## config.mk

```make
export PLATFORM = sky130hd
export DESIGN_NAME = accel_collision_detector
export DESIGN_NICKNAME = d
export VERILOG_FILES = /design/src/rtl/acd_pkg.sv /design/src/rtl/acd_cfg_regs.sv /design/src/rtl/acd_detect.sv /design/src/rtl/accel_collision_detector.sv
export VERILOG_INCLUDE_DIRS = /design/src /design/src/rtl
export SDC_FILE = /design/constraint.sdc
export NUM_CORES = 1
export LEC_CHECK = 0
export BUFFER_PORTS_ARGS = -buffer_cell sky130_fd_sc_hd__buf_2
export CELL_PAD_IN_SITES_DETAIL_PLACEMENT = 0
export CELL_PAD_IN_SITES_GLOBAL_PLACEMENT = 1
export CORE_AREA = 2 2 137 139
export DETAILED_ROUTE_END_ITERATION = 8
export DIE_AREA = 0 0 139 141
export HOLD_SLACK_MARGIN = 0.02
export PLACE_DENSITY_LB_ADDON = 0.1
export SLEW_MARGIN = 20
export SYNTH_ARGS = -nofsm -noshare
export SYNTH_HDL_FRONTEND = slang
export SYNTH_SLANG_ARGS = --single-unit
```

## constraint.sdc

```tcl
create_clock -name clk -period 5.4 [get_ports clk]
set_clock_uncertainty 0.1 [all_clocks]
set_input_delay 0.54 -clock clk [delete_from_list [all_inputs] [get_ports clk]]
set_output_delay 0.54 -clock clk [all_outputs]
set_load 0.05 [all_outputs]
```

## src/rtl/accel_collision_detector_macros.svh

```systemverilog
// ----------------------------------------------------------------------------
// accel_collision_detector_macros.svh
// Assertion macros shared by the collision detector RTL.
// ----------------------------------------------------------------------------
`ifndef ACCEL_COLLISION_DETECTOR_MACROS_SVH
`define ACCEL_COLLISION_DETECTOR_MACROS_SVH

`ifndef SYNTHESIS
// Clocked check, disabled while reset is high.
`define ACD_ASSERT(label, clk, rst, prop) \
  label: assert property (@(posedge clk) disable iff (rst) prop) \
    else $error("acd assertion failed");
// Clocked check that also holds through reset.
`define ACD_ASSERT_ALWAYS(label, clk, prop) \
  label: assert property (@(posedge clk) prop) \
    else $error("acd assertion failed");
`else
`define ACD_ASSERT(label, clk, rst, prop)
`define ACD_ASSERT_ALWAYS(label, clk, prop)
`endif

`endif

```

## src/rtl/acd_pkg.sv

```systemverilog
// ----------------------------------------------------------------------------
// acd_pkg
// Types, constants and helper functions of the collision detector.
// ----------------------------------------------------------------------------
`default_nettype none

package acd_pkg;

  localparam int BYTE_W    = 8;
  localparam int AXIS_W    = 12;
  localparam int THR_W     = 14;
  localparam int CFG_IDX_W = 3;
  localparam int HIT_W     = 2;
  localparam int LEVEL_W   = 2;
  localparam int LEVELS    = 4;

  localparam logic [HIT_W-1:0] HIT_MAX            = 2'd3;
  localparam logic [HIT_W-1:0] HITS_FOR_COLLISION = 2'd2;

  localparam logic [THR_W-1:0] THR_RESET_L0 = 14'd10000;
  localparam logic [THR_W-1:0] THR_RESET_L1 = 14'd1200;
  localparam logic [THR_W-1:0] THR_RESET_L2 = 14'd900;
  localparam logic [THR_W-1:0] THR_RESET_L3 = 14'd600;

  typedef enum logic [CFG_IDX_W-1:0] {
    REG_SENSITIVITY = 3'd0,
    REG_THRESHOLD0  = 3'd1,
    REG_THRESHOLD1  = 3'd2,
    REG_THRESHOLD2  = 3'd3,
    REG_THRESHOLD3  = 3'd4
  } cfg_reg_t;

  // One raw sample beat as it arrives from the sensor.
  typedef struct packed {
    logic [BYTE_W-1:0] x_low;
    logic [BYTE_W-1:0] x_high;
    logic [BYTE_W-1:0] y_low;
    logic [BYTE_W-1:0] y_high;
    logic [BYTE_W-1:0] z_low;
    logic [BYTE_W-1:0] z_high;
  } raw_sample_t;

  // Control from the pipeline to the detector core.
  typedef struct packed {
    logic advance;   // input stage moves into the result register
  } step_ctrl_t;

  // 16-bit word >>> 4: the low nibble of the low byte drops out.
  function automatic logic signed [AXIS_W-1:0] axis_value(
    input logic [BYTE_W-1:0] lo,
    input logic [BYTE_W-1:0] hi
  );
    return $signed({hi, lo[BYTE_W-1:4]});
  endfunction

  function automatic logic [AXIS_W-1:0] abs_delta(
    input logic signed [AXIS_W-1:0] a,
    input logic signed [AXIS_W-1:0] b
  );
    logic signed [AXIS_W:0] d;
    logic signed [AXIS_W:0] nd;
    d  = {a[AXIS_W-1], a} - {b[AXIS_W-1], b};
    nd = -d;
    return d[AXIS_W] ? nd[AXIS_W-1:0] : d[AXIS_W-1:0];
  endfunction

endpackage

`default_nettype wire

```

## src/rtl/acd_cfg_regs.sv

```systemverilog
// ----------------------------------------------------------------------------
// acd_cfg_regs
// Sensitivity and threshold registers; presents the active threshold.
// ----------------------------------------------------------------------------
`default_nettype none

`include "accel_collision_detector_macros.svh"

module acd_cfg_regs
  import acd_pkg::*;
(
  input  logic                 clk,
  input  logic                 rst,
  input  logic                 cfg_write,
  input  logic [CFG_IDX_W-1:0] cfg_index,
  input  logic [THR_W-1:0]     cfg_data,
  output logic [THR_W-1:0]     threshold
);

  logic [LEVEL_W-1:0] sensitivity_level;
  logic [THR_W-1:0]   threshold_level [LEVELS];

  always_ff @(posedge clk) begin
    if (rst) begin
      sensitivity_level  <= '0;
      threshold_level[0] <= THR_RESET_L0;
      threshold_level[1] <= THR_RESET_L1;
      threshold_level[2] <= THR_RESET_L2;
      threshold_level[3] <= THR_RESET_L3;
    end else if (cfg_write) begin
      case (cfg_index)
        REG_SENSITIVITY: sensitivity_level  <= cfg_data[LEVEL_W-1:0];
        REG_THRESHOLD0:  threshold_level[0] <= cfg_data;
        REG_THRESHOLD1:  threshold_level[1] <= cfg_data;
        REG_THRESHOLD2:  threshold_level[2] <= cfg_data;
        REG_THRESHOLD3:  threshold_level[3] <= cfg_data;
        default: ;  // unmapped index, dropped
      endcase
    end
  end

  assign threshold = threshold_level[sensitivity_level];

  `ACD_ASSERT(a_level_write, clk, rst, (cfg_write && cfg_index == REG_SENSITIVITY) |=> (sensitivity_level == $past(cfg_data[LEVEL_W-1:0])))

endmodule

`default_nettype wire

```

## src/rtl/acd_detect.sv

```systemverilog
// ----------------------------------------------------------------------------
// acd_detect
// Per-axis delta compare, hit counter and previous-sample state.
// ----------------------------------------------------------------------------
`default_nettype none

`include "accel_collision_detector_macros.svh"

module acd_detect
  import acd_pkg::*;
(
  input  logic               clk,
  input  logic               rst,
  input  step_ctrl_t         ctrl,
  input  raw_sample_t        sample,
  input  logic [THR_W-1:0]   threshold,
  output logic               collision_next
);

  logic signed [AXIS_W-1:0] prev_sample_x;
  logic signed [AXIS_W-1:0] prev_sample_y;
  logic signed [AXIS_W-1:0] prev_sample_z;
  logic                     seeded;
  logic [HIT_W-1:0]         hit_count;
  logic [HIT_W-1:0]         hit_count_next;

  logic signed [AXIS_W-1:0] x;
  logic signed [AXIS_W-1:0] y;
  logic signed [AXIS_W-1:0] z;
  logic                     over_x;
  logic                     over_y;
  logic                     over_z;
  logic [HIT_W-1:0]         hit_inc;

  assign x = axis_value(sample.x_low, sample.x_high);
  assign y = axis_value(sample.y_low, sample.y_high);
  assign z = axis_value(sample.z_low, sample.z_high);

  // First sample only seeds: the compares are gated until seeded, so nothing is over.
  assign over_x = seeded && ({2'b00, abs_delta(x, prev_sample_x)} > threshold);
  assign over_y = seeded && ({2'b00, abs_delta(y, prev_sample_y)} > threshold);
  assign over_z = seeded && ({2'b00, abs_delta(z, prev_sample_z)} > threshold);

  assign hit_inc = (hit_count == HIT_MAX) ? HIT_MAX : hit_count + 2'd1;

  // Z/X wins over Y; Y alone flags at once, counter untouched; a quiet beat clears it.
  always_comb begin
    hit_count_next = '0;
    collision_next = 1'b0;
    if (over_z || over_x) begin
      hit_count_next = hit_inc;
      collision_next = (hit_inc >= HITS_FOR_COLLISION);
    end else if (over_y) begin
      hit_count_next = hit_count;
      collision_next = 1'b1;
    end
  end

  always_ff @(posedge clk) begin
    if (rst) begin
      seeded    <= 1'b0;
      hit_count <= '0;
    end else if (ctrl.advance) begin
      seeded    <= 1'b1;
      hit_count <= hit_count_next;
    end
  end

  always_ff @(posedge clk) begin
    if (rst) begin
      prev_sample_x <= '0;
      prev_sample_y <= '0;
      prev_sample_z <= '0;
    end else if (ctrl.advance) begin
      prev_sample_x <= x;
      prev_sample_y <= y;
      prev_sample_z <= z;
    end
  end

  `ACD_ASSERT_ALWAYS(a_unseeded_no_hits, clk, (!seeded) |-> (hit_count == '0))
  `ACD_ASSERT(a_first_beat_quiet, clk, rst, (ctrl.advance && !seeded) |-> !collision_next)

endmodule

`default_nettype wire

```

## src/rtl/accel_collision_detector.sv

```systemverilog
// ----------------------------------------------------------------------------
// accel_collision_detector
// Accelerometer collision detector, one sample beat in, one flag beat out.
// ----------------------------------------------------------------------------
// Usage:
//   Input channel (in_valid / in_stall): one beat carries the six raw bytes of
//   an X/Y/Z sample. Output channel (out_valid / out_stall): one beat per
//   input beat carrying collision, in input order.
//   Config port: cfg_write with cfg_index 0 = sensitivity level, 1..4 =
//   thresholds of levels 0..3; other indexes are ignored. Write only while
//   the block is empty.
//   Path: input beat to output beat through the input register, then the
//   result register, with the single compare/count pass between the two.
//   Throughput: one beat per cycle while out_stall is low.
//   Reset: thresholds return to 10000/1200/900/600, level 0, no sample seen,
//   hit counter clear, both stages empty. The first sample after reset only
//   seeds the previous values and reports no collision.
//   Stall: a stalled result holds in the output register; one more beat can
//   still be taken into the input register, after which in_stall rises.
// ----------------------------------------------------------------------------
`default_nettype none

`include "accel_collision_detector_macros.svh"

module accel_collision_detector
  import acd_pkg::*;
(
  input  logic                 clk,
  input  logic                 rst,
  // sample channel
  input  logic                 in_valid,
  output logic                 in_stall,
  input  logic [BYTE_W-1:0]    x_low_byte,
  input  logic [BYTE_W-1:0]    x_high_byte,
  input  logic [BYTE_W-1:0]    y_low_byte,
  input  logic [BYTE_W-1:0]    y_high_byte,
  input  logic [BYTE_W-1:0]    z_low_byte,
  input  logic [BYTE_W-1:0]    z_high_byte,
  // result channel
  output logic                 out_valid,
  input  logic                 out_stall,
  output logic                 collision,
  // config port
  input  logic                 cfg_write,
  input  logic [CFG_IDX_W-1:0] cfg_index,
  input  logic [THR_W-1:0]     cfg_data
);

  // Input stage
  logic        s1_valid;
  raw_sample_t s1_sample;

  logic             in_take;
  step_ctrl_t       ctrl;
  logic [THR_W-1:0] threshold;
  logic             collision_next;

  // Stage 1 moves on whenever the result register is empty or being drained.
  assign ctrl.advance = s1_valid && (!out_valid || !out_stall);
  assign in_stall     = s1_valid && out_valid && out_stall;
  assign in_take      = in_valid && !in_stall;

  always_ff @(posedge clk) begin
    if (rst) begin
      s1_valid <= 1'b0;
    end else if (in_take) begin
      s1_valid <= 1'b1;
    end else if (ctrl.advance) begin
      s1_valid <= 1'b0;
    end
  end

  always_ff @(posedge clk) begin
    if (in_take) begin
      s1_sample <= '{x_low:  x_low_byte,  x_high: x_high_byte,
                     y_low:  y_low_byte,  y_high: y_high_byte,
                     z_low:  z_low_byte,  z_high: z_high_byte};
    end
  end

  acd_cfg_regs u_cfg (
    .clk       (clk),
    .rst       (rst),
    .cfg_write (cfg_write),
    .cfg_index (cfg_index),
    .cfg_data  (cfg_data),
    .threshold (threshold)
  );

  // Delta compare and hit counting; state commits on advance.
  acd_detect u_detect (
    .clk            (clk),
    .rst            (rst),
    .ctrl           (ctrl),
    .sample         (s1_sample),
    .threshold      (threshold),
    .collision_next (collision_next)
  );

  // Result register
  always_ff @(posedge clk) begin
    if (rst) begin
      out_valid <= 1'b0;
    end else if (ctrl.advance) begin
      out_valid <= 1'b1;
    end else if (!out_stall) begin
      out_valid <= 1'b0;
    end
  end

  always_ff @(posedge clk) begin
    if (ctrl.advance) begin
      collision <= collision_next;
    end
  end

  `ACD_ASSERT(a_advance_lands, clk, rst, ctrl.advance |=> (out_valid && (collision == $past(collision_next))))
  `ACD_ASSERT(a_s1_holds, clk, rst, (s1_valid && !ctrl.advance) |=> (s1_valid && (s1_sample == $past(s1_sample))))

endmodule

`default_nettype wire

```

**After elaboration in Yosys (flattened, before gate mapping)**

Memory sizes are Yosys's and may differ from the RTL's. A register that Yosys moved wholly into a read port is not among the register bits.
Index checks and enable logic that the tools add are counted.

- Bits of input ports: 70
- Memory bits (writable): 56
- Memory bits (read-only): 0
- Latch bits: 0
- Output and inout port bits: 3
- Register bits: 92
- Memories: 1

- Bitwise operators: 4
- Shifts and indexed selects: 0
- Multiplexer cells: 36
- Add/subtract/negate cells: 7
- Multiply operators: 0
- Equal/unequal tests: 7
- Div/mod/pow operators: 0
- $lt $le $gt $ge: 4
- Reduce and logical (&&, ||, !) cells: 16

Memories:

| name | depth | bits a word | read ports | clocked after Yosys merged registers in | write ports | RTL line | source |
|---|---|---|---|---|---|---|---|
| u_cfg.threshold_level | 4 | 14 | 1 | 1 | 4 | acd_cfg_regs.sv:21 | `logic [THR_W-1:0] threshold_level [LEVELS];` |

Operators with widths:

| cell | count |
|---|---|
| 2-to-1 mux 14 bit | 4 |
| greater-than comparator 12 x 14 -> 1 bit | 3 |
| subtractor 12 x 12 -> 13 bit | 3 |
| 2-to-1 mux 12 bit | 3 |
| negation 12 bit | 3 |
| 2-to-1 mux 1 bit | 24 |
| 2-to-1 mux 2 bit | 5 |
| logical AND 1 bit | 7 |
| equality test 3 x 2 -> 1 bit, second input constant | 2 |
| OR 1 bit | 4 |
| AND reduction 2 bit | 2 |
| equality test 3 x 1 -> 1 bit, second input constant | 1 |
| equality test 3 bit, second input constant | 1 |
| zero test 1 bit | 3 |
| zero test 3 bit | 1 |
| adder 2 x 1 -> 2 bit, second input constant | 1 |
| equality test 2 bit, second input constant | 1 |
| >= comparator 2 bit, second input constant | 1 |
| logical OR 1 bit | 2 |
| != test 2 x 1 -> 1 bit, second input constant | 1 |
| != test 2 bit, second input constant | 1 |
| nonzero test 2 bit | 1 |

**Depth between registers and ports, before layout**

Gate-level depths: netlist of the first run.

- Word-level depth: 8
- Depth in mapped cells: 21
- Gate-level depth less buffers: 20

**Modules after synthesis**

Synthesis of the first run repeated with hierarchy kept, for this count alone.

- Cells, all modules: 826
- Area, all modules: 8982.4 um^2

By module, submodules not included:

| module | instances | sequential area each (um^2) | cells each | area an instance (um^2) |
|---|---|---|---|---|
| acd_detect | 1 | 780.7 | 591 | 4672.0 |
| acd_cfg_regs | 1 | 1761.7 | 176 | 2752.6 |
| accel_collision_detector | 1 | 1511.4 | 59 | 1557.7 |

**Worst setup path after synthesis of the first run**

No wires, ideal clock.

- Path kind: register -> register
- From: reg s1_sample[12] in the netlist's numbering
- To: reg u_detect.hit_count[1]
- Cell stages (with the launch flop): 21
- Data arrival time: 4.294 ns
- Slack: 0.892 ns
- Library setup time: 0.115 ns
- Clock period less this slack: 4.508 ns
- Data required time: 5.185 ns
- Cell sequence: edfxtp_1 > inv_1 > ha_1 > fa_1 > nor2b_1 > o2111ai_1 > nand3_1 > a41oi_2 > nand2b_1 > a31oi_1 > a31o_2 > xnor2_1 > ha_1 > a21o_1 > a21o_1 > a2111oi_0 > a221oi_1 > or4_1 > nor2b_1 > a211oi_1 > o21a_1

- Cells in the longest elaborated chain, start to end: 8
- Elaborated cells on any way between the ends: 9
- Those cells by class: add/sub (2); order compare (1); eq/ne (1); mux (2); reduce/logical (3)

Ends and longest elaborated chain:

| item | RTL line | source |
|---|---|---|
| start: declaration | accel_collision_detector.sv:51 | `raw_sample_t s1_sample;` |
| start signal: assignment | accel_collision_detector.sv:75 | `s1_sample <= '{x_low: x_low_byte, x_high: x_high_byte,` |
| subtractor 12 x 12 -> 13 bit (*) | acd_pkg.sv:62 | `d = {a[AXIS_W-1], a} - {b[AXIS_W-1], b};` |
| negation 12 bit | acd_pkg.sv:63 | `nd = -d;` |
| 2-to-1 mux 12 bit (*) | acd_pkg.sv:64 | `return d[AXIS_W] ? nd[AXIS_W-1:0] : d[AXIS_W-1:0];` |
| greater-than comparator 12 x 14 -> 1 bit (*) | acd_detect.sv:42 | `assign over_z = seeded && ({2'b00, abs_delta(z, prev_sample_z)} > threshold);` |
| logical AND 1 bit (*) | acd_detect.sv:42 |  |
| logical OR 1 bit (*) | acd_detect.sv:50 | `if (over_z \|\| over_x) begin` |
| != test 2 bit (no source line) | - |  |
| AND reduction 2 bit (no source line) | - |  |
| end signal: assignment | acd_detect.sv:65 | `hit_count <= hit_count_next;` |
| end: declaration | acd_detect.sv:24 | `logic [HIT_W-1:0] hit_count;` |

Mark *: on every way between the ends. The rest lies on a longest branch, timed or not.
A chain may end at the register's enable or synchronous reset.

**Worst setup path in the final report of the first run**

- From: reg s1_sample[44] in the netlist's numbering
- To: reg u_detect.hit_count[1]

- Cells in the longest elaborated chain, start to end: 8
- Elaborated cells on any way between the ends: 9
- Those cells by class: add/sub (2); order compare (1); eq/ne (1); mux (2); reduce/logical (3)

Ends and longest elaborated chain:

| item | RTL line | source |
|---|---|---|
| subtractor 12 x 12 -> 13 bit (*) | acd_pkg.sv:62 |  |
| negation 12 bit | acd_pkg.sv:63 |  |
| 2-to-1 mux 12 bit (*) | acd_pkg.sv:64 |  |
| greater-than comparator 12 x 14 -> 1 bit (*) | acd_detect.sv:40 | `assign over_x = seeded && ({2'b00, abs_delta(x, prev_sample_x)} > threshold);` |
| logical AND 1 bit (*) | acd_detect.sv:40 |  |
| logical OR 1 bit (*) | acd_detect.sv:50 |  |
| != test 2 bit (no source line) | - |  |
| AND reduction 2 bit (no source line) | - |  |

Marks and branches as above.

==> results.toml, run 1 <==
[yosys]
synthMuxAreaShare_pct = 3.44
synth.area.top_cells = "edfxtp_1, ha_1, dfxtp_1"
synth_xor_area_share_pct = 5.46
ys_ff_latch = 138
syn_inst = 856
synth_area_per_cell_um2 = 9.96
synth_top_family_by_area = "simple AND/OR/NAND/NOR gates"
synth_top_area_share_pct = 32.8
yosysTopAreaCell = "edfxtp_1"
synthTopCellsByCount = "nand2_1, edfxtp_1, ha_1"
netlist_area_mm2 = 0.00852
synth_ff_type = "edfxtp_1"
yosysWarnings = 0
ys_types = 73
synth-compound-area-share_pct = 12.9
synthAdderAreaFrac_pct = 11.7
synth_edf_count = 93
synth_nets = 1004
yosysSeqAreaShare_pct = 43.3
synthArstFlopShare_pct = 0
post-synth-top-count-cell = "nand2_1"
yosys.area_share.simple_pct = 19.2

[global_routing]
busiest_layer = "met2"
grt_pass1_wl_mm = 30.8
grt_pass1_vias = 6365
grtUsageMet2_pct = 34.1
grt_use_met3_pct = 3.57
antenna_found_initial = 0
grtUsageTotal_pct = 19.6
grt_max_degree = 56
globalRouteOverflowTotal = 0
met1_usage_pct = 24.9

[timing]
fmax_mhz = 201
worst_pin_slew_ns = 1.01
setup_violations = 0
relSlewSlack_pct = 32.0
timing.final.crit_share_pct = 92.2
setup-tns-final_ns = 0
hold_viol = 0
setup_ws_ns = 0.423
min_period_ns = 4.98
slew_viol_final = 0
rsz0062_at_grt = "no"
hold_slack_ns = 0.191

[clocking]
cts_buffer_depth = 2
htreeDepth = 4
cts_tree = "yes"
cts_hold_buf = 0
clk_latency_ns = 0.42
numCtsBuffers = 17
clock-sinks = 138
post-cts-setup-buffers = 0
clk_pin_slew_ns = 0.07
root_buffer = "clkbuf_16"

[pwr]
swShare_pct = 31.3
comb_power_share_pct = 23.9
p_per_area_mw_per_mm2 = 323
p_leak_uw = 0.00381
power.switching_uw = 981
p_int_uw = 2160
vdd_drop_max_mv = 0.213
clockPowerShare_pct = 37.3
seqPwrFrac_pct = 38.7

[worst_setup_path]
cp_slowest_cell = "or4_1"
start_kind = "flip-flop"
required_ns = 5.62
critical_path.endpoint_type = "flip-flop"
path_max_fanout = 9
slowest_delay_ns = 0.61
crit_chain = "inv_1, ha_1, fa_1, nor2b_1, o2111a_1, o21ai_1, o21ai_1, nand2_1, a21o_1, o21ai_0, xnor2_1, ha_1, a21o_1, a21o_1, a2111oi_0, nor4_1, or4_1, o21ai_1, a21oi_1, o21a_1"
worstSetupPathType = "reg -> reg"
cp_top_family = "compound AO/OA/AOI/OAI gates"
crit_buf_inv = 1
cp.arrival_ns = 5.20

[floorplan]
ioPinCount = 73
dieArea_mm2 = 0.0196
initial_core_util_pct = 46.7
die_h_um = 141
coreArea_mm2 = 0.0183
die_w_um = 139
num_rows = 50

[place]
postPlaceCellArea_mm2 = 0.00910
globalplace.congestion = 0.790
place_hpwl_mm = 13.0
io_buffers = 60
place_ws_ns = 0.381

[worst_hold_path]
hold_path.class = "in -> reg"

[routing]
wl_per_cell_um = 15.9
dr.pass1.iters = 4
drc = 0
wl_mm = 18.6
vias = 6329
ant_nets = 0
vias_per_cell = 5.41
drtIter0Drc = 314

[layout]
final_area_mm2 = 0.00973
diodes = 0
layout.nets = 1070
drive_above_1_share_pct = 15.0
area_growth_pct = 14.1

[run_status]
outcome = "completed"

[run]
drv_cap = 0
==> power groups by stage <==
stage	clock network, uW	logic, uW	registers (uW)
after floorplan	0	571	1230
after global placement	0	715	1240
after detailed placement	0	749	1240
after CTS	1190	753	1220
after global routing	1240	853	1220
final	1170	751	1210
==> area by class of cell <==
| type | count | area [um^2] |
|---|---|---|
| Clock inverter | 14 | 145 |
| Sequential cell | 138 | 3690 |
| Clock buffer | 18 | 450 |
| Tap cell | 234 | 293 |
| Multi-Input combinational cell | 628 | 4510 |
| Timing Repair Buffer | 68 | 375 |
| Inverter | 69 | 259 |
| Fill cell | 1674 | 8540 |
==> final timing paths <==
path | start | to | slack (ns) | cells after the start
setup / recovery | s1_sample[44]$_DFFE_PP_ | u_detect.hit_count[1]$_SDFFE_PP0P_ | 0.42 | 20
hold reg to reg | u_detect.prev_sample_x[11]$_SDFFE_PP0P_ | u_detect.prev_sample_x[11]$_SDFFE_PP0P_ | 0.35 | 2
setup reg to reg | s1_sample[44]$_DFFE_PP_ | u_detect.hit_count[1]$_SDFFE_PP0P_ | 0.42 | 20
hold / removal | y_high_byte[1] | s1_sample[17]$_DFFE_PP_ | 0.19 | 1
==> repair_timing <==
item / in CTS / in global routing
hold endpoints to repair: 0 / 0
setup endpoints to repair: 0 / 3
resized for setup: 0 / 1
==> flip-flops by register name (all words and copies together) (netlist names), named ones only <==
register and flops:
s1_sample 36, u_detect.prev_sample_y 12, u_cfg.sensitivity_level 2, u_detect.prev_sample_x 12, out_valid 1, u_detect.prev_sample_z 12
u_detect.hit_count 2, u_detect.seeded 1, u_cfg.threshold_level 56, collision 1, s1_valid 1
==> logic make-up (layout without fill, tap and decap cells) <==
group / count (synthesis) / count (layout)
flops: 138 / 138
fa+ha+maj: 78 / 78
simple gates: 322 / 322
buf+inv: 90 / 169
compound gates: 163 / 163
mux: 14 / 14
xor+xnor: 51 / 51
==> placed cells by master (no fill, tap or decap), types with 6 or more instances in the layout <==
cell / instances
buf_2: 59
or2_2: 6
a21oi_1: 63
nor3_1: 17
xnor2_1: 29
ha_1: 75
nor2b_1: 16
edfxtp_1: 93
xor2_1: 21
nand2b_1: 13
buf_4: 8
nor2_1: 54
clkbuf_16: 18
inv_6: 6
mux4_2: 12
or3_1: 12
and2_1: 41
nand2_1: 106
dfxtp_1: 45
a21o_1: 13
nand3_1: 15
o21ai_0: 18
a31oi_1: 10
inv_1: 68
==> per-layer routing <==
metal / share of wire [%] / wire length, um
met1: 46 / 8510
met3: 3.5 / 646
met5: 0 / 0
met4: 1.4 / 258
met2: 49 / 9140
==> metrics by stage <==
step	utilization (%)	power, uW	instances
2_1_floorplan	-	1800	856
3_3_place_gp	49.8	1950	1136
3_5_place_dp	49.8	1990	1136
4_1_cts	53.1	3160	1168
5_1_grt	53.2	3310	1169
6_report	53.2	3140	1169
Power figures use the tool's default switching activity.
==> run 2, diff against run 1 <==
--- a/config.mk
+++ b/config.mk
@@ -9,11 +9,11 @@
 export BUFFER_PORTS_ARGS = -buffer_cell sky130_fd_sc_hd__buf_2
 export CELL_PAD_IN_SITES_DETAIL_PLACEMENT = 0
 export CELL_PAD_IN_SITES_GLOBAL_PLACEMENT = 1
-export CORE_AREA = 2 2 137 139
+export CORE_AREA = 2 2 188 190
 export DETAILED_ROUTE_END_ITERATION = 8
-export DIE_AREA = 0 0 139 141
+export DIE_AREA = 0 0 190 192
 export HOLD_SLACK_MARGIN = 0.02
-export PLACE_DENSITY_LB_ADDON = 0.1
+export PLACE_DENSITY_LB_ADDON = 0.15
 export SLEW_MARGIN = 20
 export SYNTH_ARGS = -nofsm -noshare
 export SYNTH_HDL_FRONTEND = slang
==> run 2 against run 1 <==
  * Count of clock-buffer cells in the layout rose by 1
  * Flip-flop and latch count is the same
  * Non-clock buffer count shrank 1
  * Clock power grew 9%
  * Register-to-register slack improved by 0.06 ns
==> results.toml, run 2 (synthesized netlist as in run 1, its figures left out) <==
[floorplan]
die_h_um = 192
ioPinCount = 73
coreArea_mm2 = 0.0343
initial_core_util_pct = 24.9
num_rows = 68
dieArea_mm2 = 0.0365
die_w_um = 190

[clocking]
numCtsBuffers = 17
clk_latency_ns = 0.44
clock-sinks = 138
clk_pin_slew_ns = 0.07
root_buffer = "clkbuf_16"
cts_buffer_depth = 2
cts_tree = "yes"
cts_hold_buf = 0
htreeDepth = 4

[timing]
slew_viol_final = 0
timing.final.crit_share_pct = 91.0
rsz0062_at_grt = "no"
setup_violations = 0
worst_pin_slew_ns = 1.00
setup-tns-final_ns = 0
fmax_mhz = 203
hold_viol = 0
relSlewSlack_pct = 32.9
min_period_ns = 4.92
hold_slack_ns = 0.175

[place]
globalplace.congestion = 0.700
postPlaceCellArea_mm2 = 0.00939
place_hpwl_mm = 15.0
io_buffers = 60

[layout]
largest_register_ffs = 56
mostFrequentLayoutCells = "nand2_1, edfxtp_1, ha_1, inv_1, a21oi_1"
final_area_mm2 = 0.0100
drive_above_1_share_pct = 15.3
layout.nets = 1069
regMostFlops = "u_cfg.threshold_level"
final_common_cell = "nand2_1"
area_growth_pct = 17.7
reg_top3 = "u_cfg.threshold_level x56, s1_sample x36"
final_util_pct = 29.3
diodes = 0

[routing]
dr.pass1.iters = 4
vias_per_cell = 4.48
drtIter0Drc = 247
ant_nets = 0
wl_mm = 21.8
drc = 0
vias = 6229
wl_per_cell_um = 15.7

[run_status]
outcome = "completed"

[global_routing]
globalRouteOverflowTotal = 0
grtUsageTotal_pct = 12.5
grt_pass1_wl_mm = 35.3
antenna_found_initial = 0
grt_pass1_vias = 6423
grt_max_degree = 42

[worst_setup_path]
cp.arrival_ns = 5.14
start_kind = "flip-flop"
required_ns = 5.63
critical_path.endpoint_type = "flip-flop"
ff2ff_setup_slack_ns = 0.48
worstSetupPathType = "reg -> reg"
path_max_fanout = 6

[pwr]
p_per_area_mw_per_mm2 = 323
p_leak_uw = 0.00383
vdd_drop_max_mv = 0.226

[run]
drv_cap = 0

[worst_hold_path]
hold_path.class = "in -> reg"
run 2: cell types whose count changed in the layout (fill, tap and decap cells not counted), moves of 3 or more:
cell	previous run	this run
inv_8	2	6
clkinv_8	3	0
o21bai_1	4	1
o21bai_2	0	3
run 2: cell type report:
type                            count  area (um^2)
Clock buffer                       19          475
Clock inverter                     13          150
Fill cell                        3637        24300
Inverter                           69          259
Multi-Input combinational cell    628         4530
Sequential cell                   138         3690
Tap cell                          455          569
Timing Repair Buffer               67          353
run 2: worst paths after layout:
check | startpoint | depth (start not counted) | to
hold reg to reg | u_detect.prev_sample_y[6]$_SDFFE_PP0P_ | 2 | u_detect.prev_sample_y[6]$_SDFFE_PP0P_
setup / recovery | s1_sample[12]$_DFFE_PP_ | 20 | u_detect.hit_count[1]$_SDFFE_PP0P_
setup reg to reg | s1_sample[12]$_DFFE_PP_ | 20 | u_detect.hit_count[1]$_SDFFE_PP0P_
hold / removal | z_low_byte[5] | 1 | s1_sample[13]$_DFFE_PP_
run 2: what timing repair did:
item                                    4_1_cts  5_1_grt
buffers inserted                              0        0
endpoints found under the setup margin        0        3
gates resized for setup                       0        3
run 2: critical path, stage by stage (launching register included):
cell and delay [ns]:
edfxtp_1 0.34, inv_1 0.05, ha_1 0.23, fa_1 0.41, nor2b_1 0.18, o2111ai_1 0.18
nand3_1 0.17, a41oi_2 0.22, nand2b_1 0.26, a31oi_4 0.26, a31o_2 0.15, xnor2_1 0.13
ha_1 0.27, a21o_1 0.16, a21o_1 0.16, a2111oi_0 0.42, a221oi_1 0.08, or4_1 0.58
nor2b_1 0.18, a211oi_1 0.09, o21a_1 0.18
run 2: metal layers:
metal  track usage, %  share of wire (%)
met5                0                  0
met2             20.8                 47
met4             3.22               0.87
met1             16.8                 49
met3             2.30                2.9
run 2: power by group:
part | internal (uW) | leakage, uW | switching (uW)
registers | 1190 | 0.00127 | 25.9
logic | 322 | 0.00225 | 435
clock network | 718 | 0.000312 | 547
run 2: metrics by stage:
stage / instances / setup slack (ns) / total power, uW
floorplan: 856 / 0.892 / 1800
global placement: 1357 / 0.313 / 2010
detailed placement: 1357 / 0.354 / 2000
CTS: 1389 / 0.274 / 3300
global route: 1389 / 0.00201 / 3440
finish: 1389 / 0.484 / 3240
